### src/hdl/magnetization_plateau_hull_macros.svh
// assertion macros for the plateau hull block
`ifndef MAGNETIZATION_PLATEAU_HULL_MACROS_SVH
`define MAGNETIZATION_PLATEAU_HULL_MACROS_SVH
`define MPH_ASSERT_IMPL(label, clk, rst, ante, cons, msg) \
   label: assert property (@(posedge clk) disable iff (rst) (ante) |-> (cons)) else $error(msg);
`define MPH_ASSERT_NEXT(label, clk, rst, ante, cons, msg) \
   label: assert property (@(posedge clk) disable iff (rst) (ante) |=> (cons)) else $error(msg);
`endif

### src/hdl/mph_pkg.sv
// ============================================================================
// mph_pkg
// types and constants shared by the plateau hull block
// ============================================================================
package mph_pkg;
   typedef struct packed {
      logic [15:0] magnetization;
      logic signed [31:0] energy;
      logic last_point;
   } req_type;

   typedef struct packed {
      logic signed [31:0] field_h;
      logic [15:0] plateau_magnetization;
      logic signed [31:0] plateau_span;
      logic last_result;
   } rsp_type;

   typedef struct packed {
      logic load;           // write request point
      logic clr_count;
      logic hull_init;      // clear best, latch e[i], set k = i+1
      logic cand_cmp;       // compare candidate
      logic div_start;
      logic fill_wr;        // write field at fill index
      logic adv_i;
      logic out_init;
      logic out_emit;
   } cmd_type;

   typedef struct packed {
      logic cnt_lt2;
      logic hull_done;      // i+1 >= n
      logic cand_more;      // k < n
      logic div_done;
      logic fill_more;
      logic out_more;
   } sts_type;

   function automatic logic signed [31:0] sat32(input logic signed [33:0] v);
      if (v > 34'sd2147483647) sat32 = 32'sh7fffffff;
      else if (v < -34'sd2147483648) sat32 = 32'sh80000000;
      else sat32 = v[31:0];
   endfunction
endpackage

### src/hdl/mph_controller.sv
// ============================================================================
// mph_controller
// sequencer for load, hull walk, division, field fill and result output
// ============================================================================
module mph_controller (
   input  logic clock,
   input  logic reset,
   input  logic start,
   input  logic last_point,
   input  mph_pkg::sts_type sts,
   output mph_pkg::cmd_type cmd,
   output logic busy,
   output logic rsp_valid
);
   localparam logic [3:0] S_LOAD = 4'd0, S_HRD = 4'd1, S_HINIT = 4'd2, S_CRD = 4'd3,
      S_CCMP = 4'd4, S_DIV = 4'd5, S_DWAIT = 4'd6, S_FILL = 4'd7, S_ADV = 4'd8,
      S_ORD = 4'd9, S_OEMIT = 4'd10, S_START = 4'd11, S_OOUT = 4'd12;
   logic [3:0] state_ff, state_in;

   always_comb begin
      cmd = '0; state_in = state_ff; rsp_valid = 1'b0;
      case (state_ff)
         S_LOAD: begin
            if (start) begin
               cmd.load = 1'b1;
               if (last_point) state_in = S_START;
            end
         end
         S_START: begin
            cmd.clr_count = 1'b1;
            state_in = sts.cnt_lt2 ? S_LOAD : S_HRD;
         end
         S_HRD: state_in = sts.hull_done ? S_ORD : S_HINIT;
         S_HINIT: begin cmd.hull_init = 1'b1; state_in = S_CRD; end
         S_CRD: state_in = sts.cand_more ? S_CCMP : S_DIV;
         S_CCMP: begin cmd.cand_cmp = 1'b1; state_in = S_CRD; end
         S_DIV: begin cmd.div_start = 1'b1; state_in = S_DWAIT; end
         S_DWAIT: if (sts.div_done) state_in = S_FILL;
         S_FILL: begin
            cmd.fill_wr = 1'b1;
            if (!sts.fill_more) state_in = S_ADV;
         end
         S_ADV: begin cmd.adv_i = 1'b1; state_in = S_HRD; end
         S_ORD: begin cmd.out_init = 1'b1; state_in = S_OEMIT; end
         S_OEMIT: begin
            state_in = S_OOUT;
         end
         S_OOUT: begin
            rsp_valid = 1'b1; cmd.out_emit = 1'b1;
            state_in = sts.out_more ? S_OEMIT : S_LOAD;
         end
         default: state_in = S_LOAD;
      endcase
   end

   always_ff @(posedge clock) begin
      if (reset) state_ff <= S_LOAD;
      else state_ff <= state_in;
   end
   assign busy = state_ff != S_LOAD;
endmodule

### config.mk
export PLATFORM = sky130hd
export DESIGN_NAME = mph_controller
export DESIGN_NICKNAME = d
export VERILOG_FILES = /design/src/hdl/magnetization_plateau_hull_macros.svh /design/src/hdl/mph_pkg.sv /design/src/hdl/mph_controller.sv
export SDC_FILE = /design/constraint.sdc
export NUM_CORES = 1
export LEC_CHECK = 0
export BUFFER_PORTS_ARGS = -buffer_cell sky130_fd_sc_hd__buf_2
export CAP_MARGIN = 15
export CORE_AREA = 5 5 42 44
export DETAILED_ROUTE_END_ITERATION = 12
export DIE_AREA = 0 0 47 49
export GPL_TIMING_DRIVEN = 0
export MAX_ROUTING_LAYER = met4
export PLACE_DENSITY = 0.72
export SYNTH_ARGS = -nofsm -noshare
export SYNTH_HDL_FRONTEND = slang
export SYNTH_SLANG_ARGS = --single-unit
### constraint.sdc
create_clock -name clock -period 3 [get_ports clock]
set_clock_uncertainty 0.05 [all_clocks]
set_input_delay 0.6 -clock clock [delete_from_list [all_inputs] [get_ports clock]]
set_output_delay 0.6 -clock clock [all_outputs]
set_load 0.05 [all_outputs]
==> summary.md <==
| Metric | Value |
|---|---|
| Switching share of power | 0.5619 |
| Max Root-Sink Buffers | 2 |
| Post-Synth Simple-Gate Area | 0.3883 |
| Post-route minimum period | 2.156 ns |
| Internal | a little under 300 uW |
| Pwr/cell area | 1130 nW/um^2 |
| Clk network pwr share | 0.103 |
| Worst hold path type | in -> reg |
| RSZ-0062 raised after global routing | false |
| Top cell type's share of synthesized area | 0.1788 |
| Antenna violations before repair | 0 |
| Logic pwr share | 0.767 |
| Place WS | approximately 1.1 ns |
| Setup TNS | 0 ns |
| Top Ports | 21 |
| Skew-Pair Late Insertion Delay | roughly 0.24 ns |
| Clock slew at reported path FFs | ~0.04 ns |
| Largest registers | state_ff: 4 flops |
| Netlist Area Pre-Place | ~450 um^2 |
| DRC violations left | 0 |
| Total number of vias | about 560 |
| Final setup violation count | 0 |
| Commonest non-fill, non-tap cell in the layout | buf_2 |
| Ranking of synthesized cells by area | dfxtp_1 18%, buf_4 10%, nor2_1 8.4%, nand2_1 5.9%, nand2b_1 5.6% |
| Hold_sp | reset |
| Setup crit start | state_ff[2] |
| Startpoint types | flop |
| Top register by number of flip-flops | state_ff |
| Least-Margin Pin Slew | approximately 0.46 ns |
| Register area share after synthesis | 0.1788 |
| Synth Area in XOR/XNOR | 0 |
| Synth area leader | dfxtp_1 |
| Number of global-route vias before repair | approximately 480 |
| Commonest non-fill, non-tap cells in the layout | 21 x buf_2, 10 x nor2_1, 7 x nand2_1, 6 x buf_4, 5 x nor3_1 |
| Final WL | about 1300 um |
| Main combinational cell family by area after synthesis | simple AND/OR/NAND/NOR gates |
| Via-to-Cell Ratio | between 5 and 6 |
| 1st-iter DRT viols | 8 |
| Syn Inst Count | 66 |
| Hold Buf Count CTS | 0 |
| ANT nets after route | 0 |
| TritonCTS buffer count | 3 |
| Net Switching | between 300 and 400 uW |
| YS warnings | 0 |
| Synthesized area per cell | approximately 6.8 um^2 |
| Sequential power share | 0.130 |
| Compound-cell area share of the yosys netlist | 0.2709 |
| Cell Chain, Critical Path | buf_2 -> nand2_1 -> nor3_1 -> buf_4 -> buf_2 |
| Mapped Nets | 76 |
| Slowest stage delay, CP | 0.39 ns |
| Final worst slack | between 0.8 and 0.9 ns |
| WS Path Type | reg -> out |
| Worst path arrival time | 1.51 ns |
| Final Hold Vio Count | 0 |
| # port buffers | 20 |
| Post-synthesis to final-layout area growth | 31.84% |
| Die Ht | between 40 and 50 um |
| FP Rows | 14 |
| Req. time, crit path | 2.35 ns |
| CTS tree | done |
| Pin count of the biggest net entering global routing | 11 |
| Status | finished clean |
| Routed len/inst | about 13 um |
| Router iterations before antenna repair | 4 |
| Post-CTS Setup Bufs | 0 |
| Max-cap viol count | 0 |
| Placed wire-length estimate | roughly 1000 um |
| PostCTS Resize Cnt | 0 |
| Slew Limit Fails | 0 |
| Mux cell area share after synthesis | 0.02514 |
| Ant. Diodes | 0 |
| Root Driver | clkbuf_4 |
| Endpoint class of the critical path | output pin |
| Die Wd | 47 um |
| Max FO, Critical Path | 10 |
| Ratio of cells with drive above 1 in the final layout | 0.3820 |
| Worst r2r src | state_ff[3] |
| Synthesized-area fraction occupied by adder cells | 0 |
| Core area | between 1000 and 1500 um^2 |
| Slowest CP cell | dfxtp_1 |
| Clock H-tree levels | 1 |
| # clock sinks | 4 |
| Most used DFF post-synth | dfxtp_1 |
| DIE AREA | roughly 2300 um^2 |
| Leakage dissipation | 0.0002871 uW |
| Placer Congestion | 0.8200 |
| Ys async rst share | 0 |
| Gr usage total | 0.1168 |
| Initial Utilization | 0.3196 |
| Maximum vdd drop | between 0.3 and 0.4 mV |
| Gr ovfl total | 0 |
| Slew HR | 0.6874 |
| First-pass GRT wire length | 1966 um |
| CP dominant cell by count | buf_2 |
| Fmax | ~460 MHz |
| EDFF count, synth | 0 |
| Final Cycle Share | 0.7186 |
| Number of synthesized register bits | 4 |
| Distinct cells, synth | 30 |
| Largest register FFs | 4 |
| Nets | a little over 100 |
-- cell type report --
cell class	instances	area, um^2
Sequential cell	4	80.08
Inverter	3	11.26
Tap cell	16	20.02
Timing Repair Buffer	20	100.1
Buffer	7	50.05
Fill cell	155	810.8
Clock buffer	3	22.52
Multi-Input combinational cell	52	306.5
-- synth_stat cells, types with 2 or more instances --
library cell,number
nand2_1,7
a21oi_1,2
o21ai_0,2
o21a_1,2
nor2_1,10
nand2b_1,4
buf_4,6
inv_1,2
nor2b_1,2
dfxtp_1,4
nor3_1,5
a2111oi_0,2
-- through the flow --
stage	instances	utilization	power [uW]	instance area, um^2	hold slack, ns
4_1_cts	105	0.4214	672.5	590.6	0.5314
3_3_place_gp	102	0.4054	592.3	568.0	0.7096
2_1_floorplan	66	-	497.2	447.9	0.6049
5_1_grt	105	0.4214	724.0	590.6	0.5332
6_report	105	0.4214	667.6	590.6	0.5364
3_5_place_dp	102	0.4054	597.7	568.0	0.7229
-- power groups by stage --
stage	clock, uW	sequential, uW	combinational [uW]
floorplan	0	85.1	412
global placement	0	86.9	505
detailed placement	0	87.8	510
CTS	71.9	87.1	514
global route	78.0	89.4	557
finish	68.5	86.7	512
-- path summary, 6_finish.rpt --
check	end	slack, ns	cells past startpoint
max	cmd[0]	0.84	5
min	state_ff[2]	0.54	2
max reg2reg	state_ff[0]	1.48	4
min reg2reg	state_ff[1]	0.71	4
-- critical path: cells and delay by family, from the launching register on --
family        cells  cell delay [ns]
flops             1             0.39
buf+inv           3             0.63
simple gates      2             0.25
-- cell families after synthesis --
kind of cell / count (synthesis)
buffers and inverters: 10
flip-flops: 4
multiplexers: 1
AO/OA/AOI/OAI: 17
AND/OR/NAND/NOR: 34
-- per-layer routing --
metal | global-route usage | wire [um] | vias to the layer above
met5 | - | 0 | -
met4 | 0.01843 | 0 | 0
met3 | 0.05904 | 94 | 0
met2 | 0.1652 | 618 | 25
met1 | 0.1510 | 606 | 257
li1 | - | - | 282
Power figures use the tool's default switching activity.
